$ cat config.mk
export PLATFORM = sky130hd
export DESIGN_NAME = lbps_lerp
export DESIGN_NICKNAME = d
export VERILOG_FILES = /design/src/rtl/lbps_pkg.sv /design/src/rtl/lbps_lerp.sv
export SDC_FILE = /design/constraint.sdc
export NUM_CORES = 1
export LEC_CHECK = 0
export BUFFER_PORTS_ARGS = -buffer_cell sky130_fd_sc_hd__buf_2
export CAP_MARGIN = 20
export CORE_MARGIN = 10
export CORE_UTILIZATION = 55
export DETAILED_ROUTE_END_ITERATION = 12
export GPL_TIMING_DRIVEN = 1
export PLACE_DENSITY = 0.73
export SYNTH_ARGS = -nofsm -noshare
export SYNTH_HDL_FRONTEND = slang
export SYNTH_SLANG_ARGS = --single-unit
export TNS_END_PERCENT = 30
$ cat constraint.sdc
create_clock -name clk -period 13.8 [get_ports clk]
set_clock_uncertainty 0.05 [all_clocks]
set_input_delay 3.45 -clock clk [delete_from_list [all_inputs] [get_ports clk]]
set_output_delay 3.45 -clock clk [all_outputs]
set_load 0.1 [all_outputs]
$ cat src/rtl/lbps_pkg.sv
// Shared types and codes for the lane boundary profile sampler.
`timescale 1ns / 1ps
package lbps_pkg;
	typedef logic signed [31:0] q16_t;

	localparam logic [1:0] REQ_ROAD   = 2'd0;
	localparam logic [1:0] REQ_PROF   = 2'd1;
	localparam logic [1:0] REQ_STYLE  = 2'd2;
	localparam logic [1:0] REQ_SAMPLE = 2'd3;

	localparam int STYLE_ATTRS = 7;
	// Style codes below -0.5 mark padding slots.
	localparam q16_t PAD_LIMIT = -32'sd32768;
	// One half in Q0.16, for nearest-row rounding.
	localparam logic [15:0] HALF_Q16 = 16'h8000;
endpackage

$ cat src/rtl/lbps_lerp.sv
// Shared multiply-add unit: lo + ((hi - lo) * u) >> 16, product registered.
`timescale 1ns / 1ps
module lbps_lerp
	import lbps_pkg::*;
(
	input  logic        clk,
	input  logic        en,
	input  q16_t        lo,
	input  q16_t        hi,
	input  logic [15:0] u,
	output q16_t        pos
);
	logic signed [32:0] diff;
	logic signed [49:0] prod_q;
	q16_t               lo_q;

	assign diff = $signed({hi[31], hi}) - $signed({lo[31], lo});

	always_ff @(posedge clk) begin
		if (en) begin
			prod_q <= diff * $signed({1'b0, u});
			lo_q   <= lo;
		end
	end

	// Arithmetic shift floors toward minus infinity.
	assign pos = lo_q + q16_t'(prod_q >>> 16);
endmodule

==> out/metrics.yaml <==
critPathSlowestCell: "a311oi_1"
dieHeight_um: 222
crit_type: "in2reg"
synth_nets: 3220
fin_ws_ns: 0.630
syn_avg_cell_area_sq_um: 9.12
antenna_found_initial: 3
vias: 16800
status: "completed"
cts_hold_buf: 0
die_area_sq_mm: 0.0495
post-dp-hpwl_mm: 45.9
pre_cts_slack_ns: 0.384
ys.flop_type: "edfxtp_1"
finalSetupTns_ns: 0
wire_per_inst_um: 18.7
final_common_cell: "inv_1"
gp_congestion: 0.912
cts_sinks: 64
die_x_um: 222
crit_family: "adder cells"
cts_made_buffers: 9
post_cts_buffers: 0
ys_types: 62
hold_viol_final: 0
crit_buf_inv: 4
period_needed_ns: 13.17
drc_errors: 0
yosysWarnings: 0
cpMostUsedCell: "fa_1"
cp.arrival_ns: 13.23
cts_root_buf: "clkbuf_16"
grtUsageTotal: 0.241
floorplan.initialDensity: 0.555
worst_slew_pin_slew_ns: 1.21
avgViaCountPerCell: 5.45
final.fill_count: 3500
drt_wl_total_mm: 57.6
grt_pass1_wl_mm: 96.2
synthArstFlopShare: 0
hold_class: "in2reg"
drive_above_1_share: 0.0759
setup_violations: 0
required_ns: 13.86
synth_area_sq_mm: 0.0225
slew_viol_final: 0
cts_resized: 0
grt_max_degree: 65
final_nets: 3287
max_stage_delay_ns: 0.74
dr.pass1.iters: 6
synth_cells: 2472
rsz0062_at_grt: "false"
ant_nets: 0
grt-ovfl-total: 0
synth_edf_count: 64
drv_cap: 0
htreeDepth: 3
ys_ff_latch: 64
syn_to_final_growth_pct: 6.68
drt_iter0_drc: 1064
path_max_fanout: 6
grt_pass1_vias: 18900
crit_path_end_kind: "flop"
core.rowCount: 74
ios: 114
fmax_mhz: 75.9
ys_seq_area_frac: 0.0852
core_sq_mm: 0.0406
clk_path_buf_depth: 2
numPortBuffers: 113
setup.worst_path.start_class: "input pin"
clk_pin_slew_ns: 0.07
fin_crit_sh: 0.954
maxSlewHeadroom: 0.191
cts_tree: "yes"
layout_common_cells: "632 x inv_1, 491 x fa_1, 301 x nand2_1"
-- final timing paths --
check,slack (ns),endpoint,from,cells past startpoint
max,0.63,prod_q[46]$_DFFE_PP_,lo[0],33
min,3.23,lo_q[2]$_DFFE_PP_,lo[2],1
-- layer usage --
layer  GRT usage  up-vias  share of wire
li1            -     7498              -
met3      0.0407      109          0.064
met4      0.0839        4          0.031
met1       0.291     8596           0.40
met2       0.425      552           0.51
met5           0        -        0.00036
-- synth_stat cells, types with 16 or more instances --
master / number / area [sq um]
fa_1: 491 / 9830
nand3_1: 18 / 90.1
edfxtp_1: 64 / 1920
inv_1: 632 / 2370
xor2_1: 25 / 219
nand2b_1: 16 / 100
o21ai_0: 40 / 200
clkbuf_1: 80 / 300
xnor2_1: 75 / 657
o21a_1: 16 / 120
nand2_1: 301 / 1130
a21oi_1: 68 / 340
nor2_1: 53 / 199
a21o_1: 33 / 248
and2_1: 224 / 1400
nor2b_1: 31 / 194
ha_1: 175 / 2190
-- state kept, by name, summed over array words and instances, names as in the netlist --
signal / flops
lo_q: 32
prod_q: 32
-- through the flow --
step                 util  area (sq um)  instances  hold WS [ns]
finish              0.592         24100       3077          3.23
floorplan               -         22500       2472          3.50
CTS                 0.591         24000       3073          3.22
global placement    0.584         23700       3057          3.59
detailed placement  0.584         23700       3057          3.59
global route        0.592         24000       3076          3.22
-- kinds of logic (layout without fill, tap and decap cells) --
logic type / count (synthesis) / after routing / share of synthesized area
xor+xnor: 100 / 100 / 0.0388
other cells: 0 / 1 / 0
compound gates: 237 / 237 / 0.0709
simple gates: 687 / 687 / 0.152
buf+inv: 718 / 790 / 0.120
fa+ha+maj: 666 / 666 / 0.533
flops: 64 / 64 / 0.0852
-- final cells by class --
| type | instances | area (sq um) | share of cell area |
|---|---|---|---|
| Inverter | 632 | 2370 | 0.0986 |
| Clock buffer | 9 | 225 | 0.00936 |
| Tap cell | 532 | 666 | 0.0277 |
| Clock inverter | 7 | 47.5 | 0.00198 |
| Multi-Input combinational cell | 1690 | 18000 | 0.749 |
| Timing Repair Buffer | 142 | 795 | 0.0330 |
| Sequential cell | 64 | 1920 | 0.0799 |
| Antenna cell | 1 | 2.50 | 0.000104 |
Power is left out: the tool's default activity adds up to more than one toggle a clock period on the data nets, which glitch-free logic cannot reach.
